<file path="src/sv/dpq_pkg.sv">
// shared types, codes and helpers for the double-ended priority queue
`default_nettype none

package dpq_pkg;

    localparam int KEY_W        = 32;
    localparam int CAPACITY_DEF = 1024;

    typedef enum logic [1:0] {
        OP_INSERT  = 2'd0,
        OP_DEL_MAX = 2'd1,
        OP_DEL_MIN = 2'd2,
        OP_CLEAR   = 2'd3
    } t_op;

    typedef enum logic [1:0] {
        ST_DONE  = 2'd0,
        ST_EMPTY = 2'd1,
        ST_FULL  = 2'd2
    } t_status;

    typedef enum logic {
        S_IDLE,
        S_LOAD
    } t_state;

    typedef struct packed {
        logic                    valid;
        logic signed [KEY_W-1:0] key;
    } t_lane;

    typedef struct packed {
        logic                    ins;
        logic                    pop_max;
        logic                    pop_min;
        logic                    clr;
        logic signed [KEY_W-1:0] key;
    } t_cmd;

    typedef struct packed {
        logic                    empty;
        logic signed [KEY_W-1:0] max_key;
        logic signed [KEY_W-1:0] min_key;
    } t_head;

    localparam logic signed [KEY_W-1:0] KEY_LOWEST  = {1'b1, {(KEY_W-1){1'b0}}};
    localparam logic signed [KEY_W-1:0] KEY_HIGHEST = {1'b0, {(KEY_W-1){1'b1}}};

    localparam t_lane LANE_NONE = '{valid: 1'b0, key: '0};

    // true when a has to sit further from the head than b
    function automatic logic f_after(input logic signed [KEY_W-1:0] a,
                                     input logic signed [KEY_W-1:0] b,
                                     input logic                    desc);
        return desc ? (a < b) : (a > b);
    endfunction

endpackage

`default_nettype wire

</file>
<file path="src/sv/dpq_if.sv">
// request and response channel interfaces
`default_nettype none

interface dpq_in_if import dpq_pkg::*; ();
    logic                    valid;
    logic                    ready;
    t_op                     operation;
    logic signed [KEY_W-1:0] key_value;

    modport source(output valid, output operation, output key_value, input ready);
    modport sink(input valid, input operation, input key_value, output ready);
endinterface

interface dpq_out_if import dpq_pkg::*; ();
    logic                    valid;
    logic                    ready;
    logic                    is_empty;
    logic signed [KEY_W-1:0] largest_key;
    logic signed [KEY_W-1:0] smallest_key;
    logic [1:0]              status_code;

    modport source(output valid, output is_empty, output largest_key,
                   output smallest_key, output status_code, input ready);
    modport sink(input valid, input is_empty, input largest_key,
                 input smallest_key, input status_code, output ready);
endinterface

`default_nettype wire

</file>
<file path="src/sv/dpq_ctrl.sv">
// sequencer: request decode, id counter, status and result register
`default_nettype none

module dpq_ctrl import dpq_pkg::*; #(
    parameter int CAPACITY = CAPACITY_DEF
) (
    input  wire logic  i_clk,
    input  wire logic  i_rst_n,
    dpq_in_if.sink     i_req,
    dpq_out_if.source  o_rsp,
    input  wire t_head i_head,
    output t_cmd       o_cmd
);

    localparam int              ID_W    = $clog2(CAPACITY + 1);
    localparam logic [ID_W-1:0] ID_FULL = ID_W'(CAPACITY);

    t_state                  r_state;
    t_state                  n_state;
    logic [ID_W-1:0]         r_id;
    logic [ID_W-1:0]         n_id;
    t_status                 r_status;
    t_status                 n_status;
    t_status                 r_pend_status;
    logic                    r_out_valid;
    logic                    r_out_empty;
    logic signed [KEY_W-1:0] r_out_max;
    logic signed [KEY_W-1:0] r_out_min;
    logic                    w_ready;
    logic                    w_accept;
    logic                    w_load;
    logic                    w_full;

    assign w_full   = (r_id == ID_FULL);
    assign w_accept = i_req.valid && w_ready;

    // next state
    always_comb begin
        n_state = r_state;
        case (r_state)
            S_IDLE: begin
                if (w_accept) begin
                    n_state = S_LOAD;
                end
            end
            S_LOAD: begin
                if (!r_out_valid || o_rsp.ready) begin
                    n_state = S_IDLE;
                end
            end
            default: n_state = S_IDLE;
        endcase
    end

    // outputs of the sequencer
    always_comb begin
        w_ready = 1'b0;
        w_load  = 1'b0;
        case (r_state)
            S_IDLE:  w_ready = 1'b1;
            S_LOAD:  w_load  = !r_out_valid || o_rsp.ready;
            default: w_ready = 1'b0;
        endcase
    end

    always_comb begin
        n_status = ST_DONE;
        case (i_req.operation)
            OP_INSERT:  n_status = w_full ? ST_FULL : ST_DONE;
            OP_DEL_MAX: n_status = i_head.empty ? ST_EMPTY : ST_DONE;
            OP_DEL_MIN: n_status = i_head.empty ? ST_EMPTY : ST_DONE;
            OP_CLEAR:   n_status = ST_DONE;
            default:    n_status = ST_DONE;
        endcase
    end

    always_comb begin
        o_cmd.ins     = w_accept && (i_req.operation == OP_INSERT) && !w_full;
        o_cmd.pop_max = w_accept && (i_req.operation == OP_DEL_MAX);
        o_cmd.pop_min = w_accept && (i_req.operation == OP_DEL_MIN);
        o_cmd.clr     = w_accept && (i_req.operation == OP_CLEAR);
        o_cmd.key     = i_req.key_value;
    end

    always_comb begin
        n_id = r_id;
        if (o_cmd.clr) begin
            n_id = '0;
        end else if (o_cmd.ins) begin
            n_id = r_id + ID_W'(1);
        end
    end

    always_ff @(posedge i_clk) begin
        if (!i_rst_n) begin
            r_state     <= S_IDLE;
            r_id        <= '0;
            r_out_valid <= 1'b0;
        end else begin
            r_state <= n_state;
            r_id    <= n_id;
            if (w_load) begin
                r_out_valid <= 1'b1;
            end else if (o_rsp.ready) begin
                r_out_valid <= 1'b0;
            end
        end
    end

    // status waits here while an earlier result is still held
    always_ff @(posedge i_clk) begin
        if (w_accept) begin
            r_pend_status <= n_status;
        end
        if (w_load) begin
            r_status    <= r_pend_status;
            r_out_empty <= i_head.empty;
            r_out_max   <= i_head.empty ? '0 : i_head.max_key;
            r_out_min   <= i_head.empty ? '0 : i_head.min_key;
        end
    end

    assign i_req.ready        = w_ready;
    assign o_rsp.valid        = r_out_valid;
    assign o_rsp.is_empty     = r_out_empty;
    assign o_rsp.largest_key  = r_out_max;
    assign o_rsp.smallest_key = r_out_min;
    assign o_rsp.status_code  = r_status;

    a_id_bound: assert property (@(posedge i_clk) disable iff (!i_rst_n)
        r_id <= ID_FULL)
        else $error("entry id counter beyond capacity");

    a_full_flag: assert property (@(posedge i_clk) disable iff (!i_rst_n)
        (w_accept && (i_req.operation == OP_INSERT) && w_full) |=>
            (r_pend_status == ST_FULL) && (r_id == ID_FULL))
        else $error("insert at full capacity not refused");

    a_empty_zero: assert property (@(posedge i_clk) disable iff (!i_rst_n)
        (o_rsp.valid && o_rsp.is_empty) |->
            (o_rsp.largest_key == '0) && (o_rsp.smallest_key == '0))
        else $error("empty result carries non-zero keys");

    a_one_load: assert property (@(posedge i_clk) disable iff (!i_rst_n)
        w_accept |=> !w_ready)
        else $error("second request taken before result loaded");

endmodule

`default_nettype wire

</file>
<file path="src/flat_wrapper.sv">
// flat-port wrapper written by rule: the top's interface ports become plain ports
module dpq_ctrl_flat import dpq_pkg::*;
#(
    parameter int CAPACITY = CAPACITY_DEF
)
  (i_clk, i_rst_n, i_head, o_cmd, i_req_valid, i_req_operation, i_req_key_value, i_req_ready, o_rsp_valid, o_rsp_is_empty, o_rsp_largest_key, o_rsp_smallest_key, o_rsp_status_code, o_rsp_ready);
  dpq_in_if i_req_i ();
  dpq_out_if o_rsp_i ();
  input  wire logic i_clk;
  input  wire logic i_rst_n;
  input  wire t_head i_head;
  output t_cmd o_cmd;
  input wire logic [$bits(i_req_i.valid)-1:0] i_req_valid;
  input wire logic [$bits(i_req_i.operation)-1:0] i_req_operation;
  input wire logic [$bits(i_req_i.key_value)-1:0] i_req_key_value;
  output wire logic [$bits(i_req_i.ready)-1:0] i_req_ready;
  output wire logic [$bits(o_rsp_i.valid)-1:0] o_rsp_valid;
  output wire logic [$bits(o_rsp_i.is_empty)-1:0] o_rsp_is_empty;
  output wire logic [$bits(o_rsp_i.largest_key)-1:0] o_rsp_largest_key;
  output wire logic [$bits(o_rsp_i.smallest_key)-1:0] o_rsp_smallest_key;
  output wire logic [$bits(o_rsp_i.status_code)-1:0] o_rsp_status_code;
  input wire logic [$bits(o_rsp_i.ready)-1:0] o_rsp_ready;
  assign i_req_i.valid = i_req_valid;
  assign i_req_i.operation = i_req_operation;
  assign i_req_i.key_value = i_req_key_value;
  assign i_req_ready = i_req_i.ready;
  assign o_rsp_valid = o_rsp_i.valid;
  assign o_rsp_is_empty = o_rsp_i.is_empty;
  assign o_rsp_largest_key = o_rsp_i.largest_key;
  assign o_rsp_smallest_key = o_rsp_i.smallest_key;
  assign o_rsp_status_code = o_rsp_i.status_code;
  assign o_rsp_i.ready = o_rsp_ready;
  dpq_ctrl #(.CAPACITY(CAPACITY)) u_core (.i_clk(i_clk), .i_rst_n(i_rst_n), .i_req(i_req_i), .o_rsp(o_rsp_i), .i_head(i_head), .o_cmd(o_cmd));
endmodule
</file>
<file path="config.mk">
export PLATFORM = sky130hd
export DESIGN_NAME = dpq_ctrl_flat
export DESIGN_NICKNAME = d
export VERILOG_FILES = /design/src/sv/dpq_pkg.sv /design/src/sv/dpq_if.sv /design/src/sv/dpq_ctrl.sv /design/src/flat_wrapper.sv
export SDC_FILE = /design/constraint.sdc
export NUM_CORES = 1
export LEC_CHECK = 0
export ABC_AREA = 1
export BUFFER_PORTS_ARGS = -buffer_cell sky130_fd_sc_hd__buf_2
export CAP_MARGIN = 20
export CORE_MARGIN = 5
export CORE_UTILIZATION = 44
export DETAILED_ROUTE_END_ITERATION = 16
export PLACE_DENSITY_LB_ADDON = 0.1
export SETUP_SLACK_MARGIN = 0.05
export SYNTH_ARGS = -nofsm -noshare
export SYNTH_HDL_FRONTEND = slang
export SYNTH_SLANG_ARGS = --single-unit
</file>
<file path="constraint.sdc">
create_clock -name i_clk -period 5.8 [get_ports i_clk]
set_input_delay 0.87 -clock i_clk [delete_from_list [all_inputs] [get_ports i_clk]]
set_output_delay 0.87 -clock i_clk [all_outputs]
set_load 0.01 [all_outputs]
</file>
# --- After elaboration in Yosys (flattened, before gate mapping) ---
# Index checks and enable logic that the tools add are counted.
word_totals:
  ram_bits: 0
  latch_bits: 0
  in_bits: 103
  n_memories: 0
  romBits: 0
  wordCells: 38
  reg_bits: 82
op_classes:
  muxes: 10
  bitwise_logic: 2
  n_addsub: 1
  reduce_logical: 13
  n_lt_le_gt_ge: 0
  n_eq_ne: 4
  multipliers: 0
  shift: 0
  div: 0
op_table:
  columns: ["op", "n"]
  rows:
  - ["$add A11 B1 Y11 const B", 1]
  - ["$eq A11 B11 Y1 const B", 1]
  - ["$mux W1", 7]
  - ["$logic_and A1 B1 Y1", 6]
  - ["$pmux W2 S3", 1]
  - ["$eq A2 B2 Y1 const B", 2]
  - ["$reduce_or A2 Y1", 2]
  - ["$eq A2 B1 Y1 const B", 1]
  - ["$logic_not A1 Y1", 2]
  - ["$logic_not A2 Y1", 1]
  - ["$mux W2", 1]
  - ["$not A1 Y1", 2]
  - ["$pmux W1 S2", 1]
  - ["$reduce_bool A2 Y1", 1]
  - ["$logic_or A1 B1 Y1", 1]

# --- Longest topological paths before layout ---
depth:
  word_depth: 4
  ltp_mapped: 9
  depth_no_buf: 9

# --- Worst setup path after synthesis ---
# Ideal clock, no wire load.
synth_path:
  kind: "input -> register"
  startpoint: "in o_rsp_ready"
  endpoint: "reg u_core.r_out_empty, in the netlist u_core.o_rsp.is_empty (enable)"
  cell_stages: 2
  setup_time_ns: 0.516
  t_required_ns: 5.284
  slack_ns: 1.105
  t_arrival_ns: 4.180
  cell_sequence: "inv_1 -> a21oi_1"
synth_between:
  elab_chain_len: 2
synth_rtl:
  columns: ["element", "line", "text"]
  rows:
  - ["start, declared", "flat_wrapper.sv:22", "input wire logic [$bits(o_rsp_i.ready)-1:0] o_rsp_ready;"]
  - ["$logic_or A1 B1 Y1", "dpq_ctrl.sv:61", "S_LOAD: w_load = !r_out_valid || o_rsp.ready;"]
  - ["$mux W1", "dpq_ctrl.sv:59", "case (r_state)"]
  - ["via u_core.w_load", "dpq_ctrl.sv:31", "logic w_load;"]
  - ["end signal, assigned", "dpq_ctrl.sv:117", "r_out_empty <= i_head.empty;"]
  - ["end, declared", "dpq_ctrl.sv:26", "logic r_out_empty;"]
# The timed path passes the listed nets, and every way through them passes these cells.
# A chain may end at the register's enable or synchronous reset.

==> flow_summary.rst <==
.. list-table::
   :header-rows: 1

   * - Metric
     - Value
   * - Count of buffers added by post-CTS timing repair for setup
     - 0
   * - Number of warnings issued by yosys
     - 0
   * - Diode count
     - 0
   * - DP Wirelength
     - 6060 um
   * - Clock Tree Root
     - clkbuf_8
   * - Number of fillers in the final layout
     - 827
   * - Final number of setup-violating endpoints
     - 0
   * - Classification of the worst-slack hold path
     - flop to flop
   * - Global-route wire length before repair
     - 11900 um
   * - Avg WL per Cell
     - 13.2 um
   * - Hold Buf Count CTS
     - 0
   * - Lkg Pwr
     - 0.00222 uW
   * - Max Slew Vio Count
     - 0
   * - Relative area change from synthesis to final layout
     - 21.1%
   * - DRC violation total after the first TritonRoute iteration
     - 96
   * - Max Clock Freq
     - 341 MHz
   * - Num CTS Buffers
     - 9
   * - Detailed-routing iteration count for the pre-antenna-repair pass
     - 4
   * - Worst hold stages
     - 0
   * - Type of element capturing the critical path
     - primary output
   * - Result of the run
     - complete, no violations
   * - Top cell type's share of synthesized area
     - 0.557
   * - Max-cap violation count
     - 0
   * - Die extent in x
     - 102 um
   * - DRC viols
     - 0
   * - Total number of nets in the final design
     - 603
   * - Synthesized cell area
     - 3720 um^2
   * - CTS H-tree depth
     - 3
   * - Worst Reg-to-Reg Cells
     - 3
   * - Clock period minus worst slack
     - 2.93 ns
   * - Footprint of the flip-flops and latches
     - 2330 um^2
   * - Io pins
     - 208
   * - Die Outline Area
     - 10400 um^2
   * - Insertion delay to the later sink of the worst-skew pair
     - 0.35 ns
   * - Final worst slack
     - 2.87 ns
   * - Total number of vias
     - 2663
   * - Area of the core region
     - 8220 um^2
   * - Fraction of layout instances using a drive strength above 1
     - 0.341
   * - Largest cells by area after synthesis
     - edfxtp_1, inv_1, nor2_1
   * - Unrepaired setup endpoints after global routing
     - false
   * - Number of clock sinks
     - 82
   * - CTS tree
     - built
   * - Multi-input gate area in the final layout
     - 783 um^2
   * - Minimum setup slack after placement
     - 2.85 ns
   * - Register clock-pin slew on the reported worst setup and hold paths
     - 0.08 ns
   * - Total GRT Usage
     - 0.148
   * - Hold violation count in the final report
     - 0
   * - Count of distinct cell types in the synthesized netlist
     - 24
   * - GP Congestion
     - 0.834
   * - Remaining antenna violation count
     - 0
   * - Required time worst endpoint
     - 4.93 ns
   * - Mean Syn Cell Area
     - 9.84 um^2
   * - Most common cell after layout, fill and taps aside
     - buf_2
   * - Via count of the first global-routing pass
     - 2490
   * - Commonest cells after routing, fill and taps aside
     - buf_2, inv_1, nor2_1
   * - Initial cell density of the core
     - 0.453
   * - Kind of critical path
     - primary input to primary output
   * - Worst-path maximum fanout
     - 11
   * - Number of buffers added on ports
     - 143
   * - Post-cts sizing count
     - 0
   * - Y dimension of the die
     - 102 um
   * - Total detailed-routing wirelength
     - 8000 um
   * - Average vias per placed instance
     - 4.41
   * - Worst-Margin Slew
     - 0.672 ns
   * - Antenna violations before repair
     - 0
   * - Startpoint types
     - primary input
   * - Yosys top cell by area
     - edfxtp_1
   * - Final setup skew
     - 0.0164 ns
   * - Gate Count Post-Synth
     - 378
   * - Net Count, Synth
     - 487
   * - Share of the yosys chip area belonging to registers
     - 0.627
   * - Power Density
     - 265 nW/um^2
   * - TNS Setup
     - 0 ns
   * - Worst supply voltage drop on vdd
     - 110 uV
   * - Number of synthesized register bits
     - 82
   * - Clk buf depth
     - 2
   * - Worst Path Arrival
     - 2.06 ns
   * - Overflow left after global routing
     - 0
   * - Maximum number of pins on one net before global-route repair
     - 56
   * - Number of enable flip-flop cells after synthesis
     - 69
   * - Fraction of registers with async set or reset after synthesis
     - 0
   * - Dominant register cell in the synthesized netlist
     - edfxtp_1
   * - Portion of the clock cycle consumed by the worst path in the final layout
     - 0.506
   * - Site row count
     - 33
   * - Max-Slew Margin vs Limit
     - 0.552
[registers in the layout, indices dropped and copies added, names as in the netlist]
signal / flops
u_core.o_rsp.largest_key: 32
u_core.r_state: 1
u_core.o_rsp.smallest_key: 32
u_core.o_rsp.valid: 1
u_core.o_rsp.status_code: 2
u_core.o_rsp.is_empty: 1
u_core.r_id: 11
u_core.r_pend_status: 2
[worst max-delay path: stages]
cell and delay, ns:
buf_2 0.11, inv_1 0.08, ha_1 0.15, inv_1 0.10, nor2_8 0.14, inv_2 0.04
nor2_2 0.35, buf_2 0.22
[final cells by class]
| class | instances | share of cell area |
|---|---|---|
| inverter | 90 | 0.0750 |
| clock inverter | 7 | 0.0114 |
| multi-input combinational | 166 | 0.174 |
| sequential | 82 | 0.518 |
| timing repair buffer | 145 | 0.165 |
| tap | 105 | 0.0292 |
| clock buffer | 9 | 0.0275 |
[synth_stat cells (2+ instances only)]
library cell	instances
buf_1	2
buf_4	32
nand4_1	5
nand2_1	40
clkbuf_1	5
xor2_1	3
ha_1	6
dfxtp_1	13
o21ai_0	2
inv_2	3
nor2_1	84
nor3_1	2
edfxtp_1	69
a21oi_1	10
nand3_1	7
inv_1	87
[cell families (layout without fill, tap and decap cells)]
| kind of cell | after synthesis | after routing | synth area share |
|---|---|---|---|
| AO/OA/AOI/OAI | 14 | 14 | 0.0205 |
| adder cells (fa/ha/maj) | 6 | 6 | 0.0202 |
| AND/OR/NAND/NOR | 142 | 142 | 0.157 |
| XOR/XNOR | 4 | 4 | 0.00942 |
| buffers and inverters | 130 | 251 | 0.165 |
| flip-flops | 82 | 82 | 0.627 |
[path summary, 6_finish.rpt]
path         slack [ns]                     endpoint               startpoint
max                2.87                    o_cmd[35]       i_req_operation[0]
min                0.42  u_core.o_rsp.status_code[1]  u_core.r_pend_status[1]
max reg2reg        3.88  u_core.o_rsp.largest_key[7]           u_core.r_state
min reg2reg        0.42  u_core.o_rsp.status_code[1]  u_core.r_pend_status[1]
[stage by stage]
stage | area, um^2 | utilization | std cells | hold slack (ns) | total power (uW)
after CTS | 4500 | 0.548 | 604 | 0.427 | 1210
after global routing | 4500 | 0.548 | 604 | 0.433 | 1250
final | 4500 | 0.548 | 604 | 0.424 | 1190
after detailed placement | 4330 | 0.527 | 588 | 0.406 | 836
after global placement | 4310 | 0.524 | 587 | 0.408 | 832
after floorplan | 3720 | - | 378 | 0.400 | 792
[per-layer routing]
metal / global-route usage / vias to the layer above / share of wire
met3: 0.0464 / 23 / 0.093
li1: - / 1350 / -
met2: 0.262 / 92 / 0.50
met5: 0 / - / 0
met4: 0.0424 / 0 / 0.015
met1: 0.173 / 1198 / 0.40
[power by group]
group	internal, uW	total [uW]	switching [uW]
combinational	52.0	133	81.0
clock	158	374	215
sequential	678	686	8.58
No activity file was read; power rests on OpenSTA's default activity.
