**src/sv/dpq_pkg.sv**
```systemverilog
// shared types, codes and helpers for the double-ended priority queue
`default_nettype none

package dpq_pkg;

    localparam int KEY_W        = 32;
    localparam int CAPACITY_DEF = 1024;

    typedef enum logic [1:0] {
        OP_INSERT  = 2'd0,
        OP_DEL_MAX = 2'd1,
        OP_DEL_MIN = 2'd2,
        OP_CLEAR   = 2'd3
    } t_op;

    typedef enum logic [1:0] {
        ST_DONE  = 2'd0,
        ST_EMPTY = 2'd1,
        ST_FULL  = 2'd2
    } t_status;

    typedef enum logic {
        S_IDLE,
        S_LOAD
    } t_state;

    typedef struct packed {
        logic                    valid;
        logic signed [KEY_W-1:0] key;
    } t_lane;

    typedef struct packed {
        logic                    ins;
        logic                    pop_max;
        logic                    pop_min;
        logic                    clr;
        logic signed [KEY_W-1:0] key;
    } t_cmd;

    typedef struct packed {
        logic                    empty;
        logic signed [KEY_W-1:0] max_key;
        logic signed [KEY_W-1:0] min_key;
    } t_head;

    localparam logic signed [KEY_W-1:0] KEY_LOWEST  = {1'b1, {(KEY_W-1){1'b0}}};
    localparam logic signed [KEY_W-1:0] KEY_HIGHEST = {1'b0, {(KEY_W-1){1'b1}}};

    localparam t_lane LANE_NONE = '{valid: 1'b0, key: '0};

    // true when a has to sit further from the head than b
    function automatic logic f_after(input logic signed [KEY_W-1:0] a,
                                     input logic signed [KEY_W-1:0] b,
                                     input logic                    desc);
        return desc ? (a < b) : (a > b);
    endfunction

endpackage

`default_nettype wire

```
**src/sv/dpq_cell.sv**
```systemverilog
// one cell of the sorted chain, holding one ascending and one descending slot
`default_nettype none

module dpq_cell import dpq_pkg::*; (
    input  wire logic  i_clk,
    input  wire logic  i_rst_n,
    input  wire t_cmd  i_cmd,
    input  wire t_lane i_asc_prev,
    input  wire t_lane i_asc_next,
    input  wire t_lane i_desc_prev,
    input  wire t_lane i_desc_next,
    output t_lane      o_asc,
    output t_lane      o_desc
);

    t_lane r_asc;
    t_lane n_asc;
    t_lane r_desc;
    t_lane n_desc;

    function automatic t_lane f_lane_next(input t_lane self,
                                          input t_lane prev,
                                          input t_lane next,
                                          input t_cmd  cmd,
                                          input logic  desc,
                                          input logic  pop_front,
                                          input logic  drop_back);
        t_lane res;
        logic  prev_after;
        logic  self_after;
        logic  take;
        res        = self;
        prev_after = prev.valid && f_after(prev.key, cmd.key, desc);
        self_after = !self.valid || f_after(self.key, cmd.key, desc);
        take       = prev.valid && !prev_after && self_after;
        if (cmd.clr) begin
            res.valid = 1'b0;
        end else if (cmd.ins) begin
            if (prev_after) begin
                res = prev;
            end else if (take) begin
                res = '{valid: 1'b1, key: cmd.key};
            end
        end else if (pop_front) begin
            res = next;
        end else if (drop_back) begin
            res.valid = self.valid && next.valid;
        end
        return res;
    endfunction

    always_comb begin
        n_asc  = f_lane_next(r_asc, i_asc_prev, i_asc_next, i_cmd, 1'b0,
                             i_cmd.pop_min, i_cmd.pop_max);
        n_desc = f_lane_next(r_desc, i_desc_prev, i_desc_next, i_cmd, 1'b1,
                             i_cmd.pop_max, i_cmd.pop_min);
    end

    always_ff @(posedge i_clk) begin
        if (!i_rst_n) begin
            r_asc.valid  <= 1'b0;
            r_desc.valid <= 1'b0;
        end else begin
            r_asc.valid  <= n_asc.valid;
            r_desc.valid <= n_desc.valid;
        end
        r_asc.key  <= n_asc.key;
        r_desc.key <= n_desc.key;
    end

    assign o_asc  = r_asc;
    assign o_desc = r_desc;

endmodule

`default_nettype wire

```
**config.mk**
```make
export PLATFORM = sky130hd
export DESIGN_NAME = dpq_cell
export DESIGN_NICKNAME = d
export VERILOG_FILES = /design/src/sv/dpq_pkg.sv /design/src/sv/dpq_cell.sv
export SDC_FILE = /design/constraint.sdc
export NUM_CORES = 1
export LEC_CHECK = 0
export ABC_AREA = 1
export ABC_CLOCK_PERIOD_IN_PS = 4200
export BUFFER_PORTS_ARGS = -buffer_cell sky130_fd_sc_hd__clkbuf_2
export CAP_MARGIN = 0
export CORE_ASPECT_RATIO = 0.7
export CORE_UTILIZATION = 52
export CTS_CLUSTER_SIZE = 28
export DETAILED_ROUTE_END_ITERATION = 12
export HOLD_SLACK_MARGIN = 0.06
export PLACE_DENSITY_LB_ADDON = 0.3
export SYNTH_ARGS = -nofsm -noshare
export SYNTH_HDL_FRONTEND = slang
export SYNTH_SLANG_ARGS = --single-unit
```
**constraint.sdc**
```tcl
create_clock -name i_clk -period 4.2 [get_ports i_clk]
set_input_delay 0.84 -clock i_clk [delete_from_list [all_inputs] [get_ports i_clk]]
set_output_delay 0.84 -clock i_clk [all_outputs]
set_load 0.01 [all_outputs]
```
Yosys cells after proc, flatten, opt, wreduce, memory -nomap -nowiden
Cells that the tools add are included.
{"block": "word_totals", "register_bits": 66, "inputBits": 170, "out_inout_bits": 66, "elab_cells": 46}
{"block": "classes", "order_cmp": 4, "eq_ne": 2, "muxes": 12, "n_bitwise": 2, "n_reduce_logical": 22}
{"operator": "33-bit 2-to-1 mux", "count": 6}
{"operator": "32-bit > comparator", "count": 2}
{"operator": "32-bit less-than comparator", "count": 2}
{"operator": "32-bit 2-to-1 mux", "count": 2}
{"operator": "1-bit logical AND", "count": 8}
{"operator": "3-bit by 1-bit inequality test with 1-bit output, second input constant", "count": 2}
{"operator": "3-bit AND reduction", "count": 2}
{"operator": "1-bit logical NOT", "count": 4}
{"operator": "1-bit 2-to-1 mux", "count": 4}
{"operator": "2-bit AND reduction", "count": 2}
{"operator": "2-bit nonzero test", "count": 2}
{"operator": "3-bit nonzero test", "count": 1}
{"operator": "1-bit logical OR", "count": 2}
{"operator": "1-bit NOT", "count": 2}
{"operator": "2-bit OR reduction", "count": 1}

Logic depth before layout (Yosys ltp)
Gate-level depths: netlist of the first run.
{"block": "depth", "word_depth": 8, "mapped_depth": 20, "depth_no_buf": 20}

Worst setup path after synthesis of the first run
Ideal clock, no wire load.
{"block": "synth_timing", "path_type": "input to register", "from": "input i_cmd[31] in the netlist's numbering", "to": "register r_desc, in the netlist o_desc[0], enable pin", "t_arrival_ns": 3.509, "setup_slack_ns": 0.270, "cell_stages": 15, "n_path_buf": 0, "cell_sequence": "inv_1 ha_1 nand2_1 inv_1 nand3_1 inv_1 nand2_1 o211ai_1 a21oi_1 nand2_1 nand2_1 nand2_1 nand2_1 nand3_1 nor2_1"}
{"block": "synth_via", "elab_chain_cells": 7}
{"element": "start, declared", "line_no": "dpq_cell.sv:7", "rtl": "input wire t_cmd i_cmd,"}
{"element": "32-bit less-than comparator", "line_no": "dpq_pkg.sv:55", "rtl": "return desc ? (a < b) : (a > b);"}
{"element": "1-bit logical AND", "line_no": "dpq_cell.sv:33", "rtl": "prev_after = prev.valid && f_after(prev.key, cmd.key, desc);"}
{"element": "1-bit logical NOT", "line_no": "dpq_cell.sv:35", "rtl": "take = prev.valid && !prev_after && self_after;"}
{"element": "1-bit logical AND (2 in series)", "line_no": "dpq_cell.sv:35"}
{"element": "3-bit by 1-bit inequality test with 1-bit output (no source line) *"}
{"element": "3-bit AND reduction (no source line) *"}
{"element": "end, declared", "line_no": "dpq_cell.sv:18", "rtl": "t_lane r_desc;"}
Every way passes the cells marked *; elsewhere a longest branch is shown, timed or not.
A chain may end at the register's enable or synchronous reset.

Worst setup path in the final report of the first run
{"block": "layout_timing", "from": "input i_cmd[23] in the netlist's numbering", "to": "register r_desc, in the netlist o_desc[23], data pin"}
{"block": "layout_via", "elab_chain_cells": 4}
{"element": "32-bit less-than comparator", "line_no": "dpq_pkg.sv:55"}
{"element": "1-bit logical AND", "line_no": "dpq_cell.sv:33"}
{"element": "33-bit 2-to-1 mux *", "line_no": "dpq_cell.sv:39", "rtl": "if (prev_after) begin"}
{"element": "33-bit 2-to-1 mux *", "line_no": "dpq_cell.sv:38", "rtl": "end else if (cmd.ins) begin"}
Every way passes the cells marked *; elsewhere a longest branch is shown, timed or not. The select of a mux whose other input is x is not followed.

==> results.cfg, run 1 <==
[outcome]
status = completed

[global_route]
grt_pass1_vias = 6360
grt-ovfl-total = 0
grt_pass1_wl_um = 31000
track_usage = 0.288
antenna_found_initial = 0
grt_max_degree = 65

[yosys]
syn_area_mm2 = 0.00674
async_reset_ff_frac = 0
synth_ff_type = edfxtp_1
yosysTopAreaCell = edfxtp_1
syn_nets = 1163
synth.most_common_cell = nand2_1
synth-edff-count = 64
ys_seq_area_frac = 0.291
ys_seq_elements = 66
synth_area_leaders = edfxtp_1 29%, ha_1 23%, nand2_1 17%, o211ai_2 5.9%, a21oi_1 4.6%
yosysWarnings = 0
yosysTopAreaCellShare = 0.285
synthCells = 867
netlist-cell-type-count = 35
yosys-top-cells-count = 309 x nand2_1, 126 x ha_1, 70 x inv_1, 70 x nor2_1, 64 x edfxtp_1
syn_area_per_cell_um2 = 7.77

[clock_tree]
cts_setup_buffers = 0
htreeDepth = 3
post_cts_resized = 0
ctsHoldBuffers = 0
clk_latency_ps = 330
cts-root-buf = clkbuf_16
cts_buffer_depth = 2
cts.clk_slew.worst_paths_ps = 50
cts_sinks = 66
numCtsBuffers = 9
cts_tree = done

[critical_path]
ff2ff_setup_slack_ps = 1190
r2r_end = o_asc[19]
crit_arrival_ps = 3480
crit_type = input port to flip-flop
r2r-start = o_asc[31]
crit_start = i_cmd[23]
crit_end = o_desc[23]
worst-path-max-fanout = 34
crit_path_end_kind = flip-flop
reg2regPathDepth = 12
critPathRequiredTime_ps = 4280
critPathLaunchType = input port

[drt]
postRouteAntennaNets = 0
vias = 6663
wire_per_inst_um = 15.1
drc = 0
drtPass1Iterations = 4
wirelength_um = 19100
drt-initial-drc-count = 275
viasPerCell = 5.30

[power_and_ir_drop]
fin_total_pwr_mw = 2.28
comb_power_share = 0.320
leakage_nw = 4.51
share_seq_of_total_power = 0.360
intPower_mw = 1.52
power_switching_mw = 0.751
clockPowerShare = 0.321
sw_frac_of_total = 0.330
powerDensity_mw_per_mm2 = 274
peakVddDrop_uv = 188

[timing]
maxSlewHeadroom = 0.427
clock_skew_ps = 8.64
fin_crit_ps = 3400
final.setup.tns_ps = 0
min_period_over_period = 0.809
fmax_mhz = 294
hold_viol = 0
rsz0062_at_grt = false
slew_viol_final = 0
setup_viol = 0
tightest_slew_ps = 860

[floorplan]
fp-row-count = 34
design.die.area_mm2 = 0.0134
start_util = 0.539
die_x_um = 138
fp.dieH_um = 97.2
fp.coreArea_mm2 = 0.0125
top_level_ports = 236

[placement]
dp.final_hpwl_um = 15400
io_buffers = 235
gp_congestion = 0.872
dp_cells = 1243

[final_layout]
finalNonFillerCells = 1258
postLayoutCoreUtil = 0.663
drive_gt1_frac = 0.275
n_antenna_cell = 0
area_delta_synth_final_pct = 23.1
final_nets = 1388

[run]
drv_cap = 0

[hold_path]
hold_path_class = flip-flop to flip-flop
[worst min-delay path by stage]
stage | from | end | slack [ps] | depth (start not counted)
2_1_floorplan | o_asc[32] | o_asc[32] | 550 | 4
3_3_place_gp | o_asc[32] | o_asc[32] | 540 | 4
3_5_place_dp | o_desc[32] | o_desc[32] | 550 | 4
4_1_cts | o_desc[32] | o_desc[32] | 560 | 4
5_1_grt | o_desc[32] | o_desc[32] | 600 | 4
6_report | o_asc[32] | o_asc[32] | 560 | 4
[registers in the layout, summed over array words and instances, names as in the netlist]
signal and count:
o_asc 33, o_desc 33
[layout make-up]
class | count | area [µm²]
tap | 162 | 203
timing repair buffer | 241 | 1230
clock inverter | 5 | 46.3
fill | 1096 | 4210
clock buffer | 10 | 229
multi-input combinational | 703 | 4350
sequential | 66 | 1960
inverter | 71 | 267
[power groups by stage]
stage	sequential, mW	combinational (mW)	clock [mW]
global route	0.822	0.829	0.764
finish	0.818	0.727	0.730
detailed placement	0.831	0.723	0
CTS	0.817	0.728	0.739
floorplan	0.848	0.451	0
global placement	0.829	0.702	0
[critical path: stages]
cell	delay, ps
clkbuf_2	70
inv_1	110
ha_1	350
inv_1	50
nor3_1	490
nand2_1	120
o211ai_1	220
a21oi_1	150
nand3b_1	180
nand3_4	340
buf_4	330
nor2_1	100
o21ai_1	80
[logic make-up after synthesis]
logic type                 Yosys count  share of synthesized area
and+or+nand+nor                    424                      0.257
AOI/OAI and AO/OA                  153                      0.153
buffers and inverters               98                     0.0645
adders and majority gates          126                      0.234
DFF                                 66                      0.291
[per-stage QoR]
| stage | setup slack [ps] | instance area, µm² | hold slack [ps] |
|---|---|---|---|
| CTS | 837 | 8290 | 558 |
| floorplan | 270 | 6740 | 554 |
| global route | 605 | 8290 | 601 |
| global placement | 572 | 8020 | 541 |
| detailed placement | 501 | 8020 | 548 |
| finish | 804 | 8290 | 561 |
[per-layer routing]
metal  vias up  part of all wire  GRT usage
met5         -                 0          0
met1      2989              0.47      0.397
li1       3410                 -          -
met4         0            0.0099     0.0583
met3        14             0.085     0.0710
met2       250              0.43      0.458
[cells in the final DEF (no fill, tap or decap), types with 10 or more instances in the layout]
master,instances
a21oi_1,62
clkbuf_2,234
edfxtp_1,64
ha_1,126
inv_1,69
nand2_1,309
nand3_1,13
nand4_1,10
nor2_1,68
o211ai_2,32
o21ai_0,19
o21ai_1,29
(Power assumes the default switching activity.)
==> inputs of run 2 (changes only) <==
--- a/config.mk
+++ b/config.mk
@@ -6,7 +6,7 @@
 export NUM_CORES = 1
 export LEC_CHECK = 0
 export ABC_AREA = 1
-export ABC_CLOCK_PERIOD_IN_PS = 4200
+export ABC_CLOCK_PERIOD_IN_PS = 3400
 export BUFFER_PORTS_ARGS = -buffer_cell sky130_fd_sc_hd__clkbuf_2
 export CAP_MARGIN = 0
 export CORE_ASPECT_RATIO = 0.7
==> constraint.sdc (replaced) <==
create_clock -name i_clk -period 3.4 [get_ports i_clk]
set_input_delay 0.68 -clock i_clk [delete_from_list [all_inputs] [get_ports i_clk]]
set_output_delay 0.68 -clock i_clk [all_outputs]
set_load 0.01 [all_outputs]
==> run 2 against run 1 <==
- setup slack worse by 350 ps
- critical path depth up 2
- clock skew up 1.3 ps
- die area unchanged
- largest cell class unchanged
- utilization up 1.3 points
- routed wire length up 2.7%
- clock power up 41%
- combinational power up 28%
- first-iteration DRC count up 40%
==> results.cfg, run 2 (synthesis gave the netlist of run 1 again) <==
[outcome]
status = completed

[clock_tree]
cts_setup_buffers = 0
cts_buffer_depth = 2
numCtsBuffers = 9
post_cts_resized = 0
cts.clk_slew.worst_paths_ps = 60
cts_tree = done
ctsHoldBuffers = 0
cts_sinks = 66
cts-root-buf = clkbuf_16
clk_latency_ps = 340
htreeDepth = 3

[floorplan]
top_level_ports = 236
fp.dieH_um = 97.2
fp-row-count = 34
start_util = 0.539
design.die.area_mm2 = 0.0134
die_x_um = 138
fp.coreArea_mm2 = 0.0125

[critical_path]
cp_common_cell = nand2_1
critPathLaunchType = input port
worst-path-max-fanout = 32
crit_path_top_delay_cell = ha_1
timing.critical_path.cells = clkbuf_2 -> inv_1 -> ha_1 -> nand2_1 -> inv_1 -> nand3_1 -> nor3_2 -> and3_1 -> nand2_1 -> nand3b_1 -> nand2_1 -> nand2_1 -> nand3_1 -> nor2_4 -> buf_12
critPathRequiredTime_ps = 3430
crit_arrival_ps = 2970
worst-path-buf-inv = 4
crit_path_end_kind = flip-flop
crit_type = input port to flip-flop
critPathMaxStageDelay_ps = 370
cp_top_family = simple AND/OR/NAND/NOR gates

[drt]
postRouteAntennaNets = 0
drc = 0
vias = 6786
wirelength_um = 19600
viasPerCell = 5.36
drt-initial-drc-count = 386
drtPass1Iterations = 5
wire_per_inst_um = 15.5

[global_route]
antenna_found_initial = 0
grt_pass1_vias = 6174
grt_pass1_wl_um = 31000
grt_max_degree = 41
track_usage = 0.293
grt-ovfl-total = 0

[final_layout]
fillers = 1084
layout_common_cells = 309 x nand2_1, 234 x clkbuf_2, 126 x ha_1
final_nets = 1395
area_delta_synth_final_pct = 25.5
drive_gt1_frac = 0.283
n_antenna_cell = 0
final_common_cell = nand2_1

[timing]
tightest_slew_ps = 588
final.setup.tns_ps = 0
min_period_over_period = 0.865
fin_crit_ps = 2940
rsz0062_at_grt = false
fmax_mhz = 340
hold_viol = 0
maxSlewHeadroom = 0.608
whs_ps = 561
setup_viol = 0
slew_viol_final = 0
clock_skew_ps = 9.95

[run]
drv_cap = 0

[hold_path]
hold_path_class = flip-flop to flip-flop

[power_and_ir_drop]
power_switching_mw = 0.982
peakVddDrop_uv = 265
intPower_mw = 1.99
comb_power_share = 0.313
share_seq_of_total_power = 0.341
clockPowerShare = 0.346
sw_frac_of_total = 0.330
leakage_nw = 4.59
powerDensity_mw_per_mm2 = 352

[placement]
gp_congestion = 0.900
io_buffers = 235
dp.final_hpwl_um = 15600
==> run 2: cell types whose count changed in the layout (fill, tap and decap cells not counted), moves of 2 or more <==
cell / change
clkinv_4: +2
buf_12: +5
buf_4: +3
clkinv_1: -2
==> run 2: worst paths after layout <==
kind / cells past startpoint / startpoint / slack [ps] / to
worst min register to register: 4 / o_desc[32] / 560 / o_desc[32]
worst max register to register: 13 / o_desc[21] / 800 / o_desc[19]
worst max-delay path: 15 / i_cmd[31] / 460 / o_desc[19]
worst min-delay path: 4 / o_desc[32] / 560 / o_desc[32]
==> run 2: layer usage <==
| metal | wire (µm) | global-route usage |
|---|---|---|
| met4 | 408 | 0.0871 |
| met1 | 9420 | 0.424 |
| met3 | 1720 | 0.0596 |
| met2 | 8030 | 0.438 |
| met5 | 0 | 0 |
==> run 2: cell type report <==
cell class	instances	area, µm²	share of cell area
clock buffer	9	225	0.0266
clock inverter	7	93.8	0.0111
inverter	71	267	0.0315
multi-input combinational	703	4350	0.515
sequential	66	1960	0.232
tap	162	203	0.0240
timing repair buffer	248	1350	0.160
==> run 2: worst register-to-register path, stage by stage (launching register included) <==
cell and delay [ps]:
edfxtp_1 410, ha_1 310, a21oi_1 190, nor2_1 60
nor2_1 90, nand3_1 190, a21oi_1 270, nand3_1 110
nand2_1 60, nor2_1 40, nand2_1 80, nand3_1 110
nor2_4 120, buf_12 230
==> run 2: power groups by stage <==
stage | Clock [mW] | Combinational, mW | Sequential, mW
final | 1.03 | 0.931 | 1.01
after global routing | 1.07 | 1.05 | 1.02
after CTS | 1.04 | 0.928 | 1.01
after detailed placement | 0 | 0.921 | 1.03
after global placement | 0 | 0.895 | 1.03
after floorplan | 0 | 0.558 | 1.05
==> run 2: per-stage QoR <==
stage / utilization / std cells / power [mW] / instance area (µm²) / setup slack (ps)
final: 0.676 / 1266 / 2.97 / 8460 / 459
after global routing: 0.676 / 1266 / 3.14 / 8460 / 323
after CTS: 0.676 / 1266 / 2.98 / 8460 / 500
after detailed placement: 0.651 / 1250 / 1.95 / 8140 / 141
after global placement: 0.651 / 1250 / 1.92 / 8140 / 174
after floorplan: - / 867 / 1.61 / 6740 / 150
==> inputs of run 3 (changes only) <==
--- a/config.mk
+++ b/config.mk
@@ -10,7 +10,7 @@
 export BUFFER_PORTS_ARGS = -buffer_cell sky130_fd_sc_hd__clkbuf_2
 export CAP_MARGIN = 0
 export CORE_ASPECT_RATIO = 0.7
-export CORE_UTILIZATION = 52
+export CORE_UTILIZATION = 45
 export CTS_CLUSTER_SIZE = 28
 export DETAILED_ROUTE_END_ITERATION = 12
 export HOLD_SLACK_MARGIN = 0.06
==> constraint.sdc (replaced) <==
create_clock -name i_clk -period 3.4 [get_ports i_clk]
set_input_delay 0 -clock i_clk [delete_from_list [all_inputs] [get_ports i_clk]]
set_output_delay 0 -clock i_clk [all_outputs]
set_load 0.01 [all_outputs]
==> run 3 against run 2 <==
- utilization shrank 0.17 points
- global-route usage shrank 1.0 points
- clock skew shrank 5.1 ps
- first-iteration DRC count grew 34%
- register-to-register slack lost 220 ps
- routed wire length grew 10%
- combinational power grew 17%
- sequential power is essentially flat
- maximum frequency shrank 3.7%
- final area grew 14%
- critical endpoint is now o_desc[22]
- largest power group is now combinational logic
==> results.cfg, run 3 (synthesis gave the netlist of run 1 again) <==
[outcome]
status = completed

[power_and_ir_drop]
peakVddDrop_uv = 225
leakage_nw = 5.07
powerDensity_mw_per_mm2 = 310
fin_total_pwr_mw = 2.99

[hold_path]
holdCritStartpoint = i_desc_prev[3]
holdPathStages = 3
hold_path_class = input port to flip-flop
hold_path_end = o_desc[3]

[global_route]
grt-ovfl-total = 0
antenna_found_initial = 1
grt_max_degree = 65
gr-usage-met2 = 0.452
grt_pass1_wl_um = 34600
grt-busiest-layer = met2
track_usage = 0.283
use_met1 = 0.388
use_met3 = 0.0627
grt_pass1_vias = 7096

[final_layout]
drive_gt1_frac = 0.249
multiInputGateArea_mm2 = 0.00435
area_delta_synth_final_pct = 43.0
postLayoutCoreUtil = 0.674
fillers = 1209
finalNonFillerCells = 1417
n_antenna_cell = 0
final_common_cell = nand2_1
layout_common_cells = 309 x nand2_1, 234 x clkbuf_2, 128 x dlygate4sd3_1
seq_area_mm2 = 0.00196
final_nets = 1518
fin_area_mm2 = 0.00963

[timing]
fmax_mhz = 327
maxSlewHeadroom = 0.419
rsz0062_at_grt = false
hold_viol = 0
tightest_slew_ps = 872
final.setup.tns_ps = 0
whs_ps = 68.1
slew_viol_final = 0
setup_ws_ps = 344
clock_skew_ps = 4.86
fin_crit_ps = 3060
setup_viol = 0
min_period_over_period = 0.899

[clock_tree]
cts_sinks = 66
htreeDepth = 3
cts_buffer_depth = 2
cts.clk_slew.worst_paths_ps = 60
cts_setup_buffers = 0
cts-root-buf = clkbuf_16
numCtsBuffers = 9
cts_tree = done
clk_latency_ps = 320

[critical_path]
critPathMaxStageDelay_ps = 550
crit_type = input port to flip-flop
ff2ff_setup_slack_ps = 580
crit_path_top_delay_cell = dlygate4sd3_1
crit_arrival_ps = 3130
worst-path-max-fanout = 64
reg2regPathDepth = 12
critPathRequiredTime_ps = 3470
r2r_end = o_asc[19]
worst-path-buf-inv = 5
worstSetupPathDepth = 17
critPathLaunchType = input port
crit_path_end_kind = flip-flop
cp_top_family = buffers and inverters
cp_common_cell = nand2_1
r2r-start = o_asc[31]
timing.critical_path.cells = clkbuf_2 -> inv_1 -> ha_1 -> nand2_1 -> inv_1 -> nand3_1 -> nor3_2 -> and3_1 -> nand2_1 -> nand2_1 -> nand2_1 -> nand3_4 -> buf_4 -> nand2_1 -> nand2_1 -> o21ai_1 -> dlygate4sd3_1

[placement]
dp_cells = 1273
dp.final_hpwl_um = 15700
place_worst_setup_slack_ps = 512
placed_area_mm2 = 0.00807
io_buffers = 235
gp_congestion = 0.882

[floorplan]
fp-row-count = 36
die_x_um = 148
design.die.area_mm2 = 0.0155
fp.coreArea_mm2 = 0.0143
top_level_ports = 236
start_util = 0.472
fp.dieH_um = 104

[drt]
viasPerCell = 5.17
wire_per_inst_um = 15.2
vias = 7324
wirelength_um = 21600
drtPass1Iterations = 5
postRouteAntennaNets = 0
drc = 0
drt-initial-drc-count = 517

[run]
drv_cap = 0
-- run 3: worst max-delay path by stage --
stage	start	end	slack, ps
floorplan	o_desc[5]	o_desc[0]	90
detailed placement	o_asc[31]	o_asc[15]	510
CTS	i_cmd[31]	o_asc[19]	440
global route	i_cmd[31]	o_asc[7]	110
finish	i_cmd[31]	o_desc[22]	340
global placement	o_asc[31]	o_asc[15]	480
-- run 3: area by class of cell --
class | count | share of cell area
multi-input combinational | 703 | 0.452
clock inverter | 2 | 0.00130
sequential | 66 | 0.204
clock buffer | 14 | 0.0274
tap | 190 | 0.0247
inverter | 71 | 0.0277
timing repair buffer | 371 | 0.263
-- run 3: report_power, final --
group,total [mW],internal (mW),switching [mW]
Combinational,1.09,0.498,0.590
Clock,0.890,0.534,0.356
Sequential,1.01,0.975,0.0355
Total,2.99,2.01,0.982
-- run 3: per-layer routing --
metal	part of all wire	up-vias
met5	0.00042	-
met4	0.013	2
met3	0.095	32
met2	0.44	342
met1	0.45	3288
li1	-	3660
-- run 3: repair_timing --
action | in CTS | in global routing
endpoints found under the hold margin | 66 | 0
hold buffers | 128 | 0
gates resized for setup | 0 | 0
-- run 3: worst min-delay path, delay by kind of cell --
| kind | cells | cell delay, ps |
|---|---|---|
| and+or+nand+nor | 1 | 40 |
| buffers and inverters | 1 | 90 |
| AOI/OAI and AO/OA | 1 | 140 |
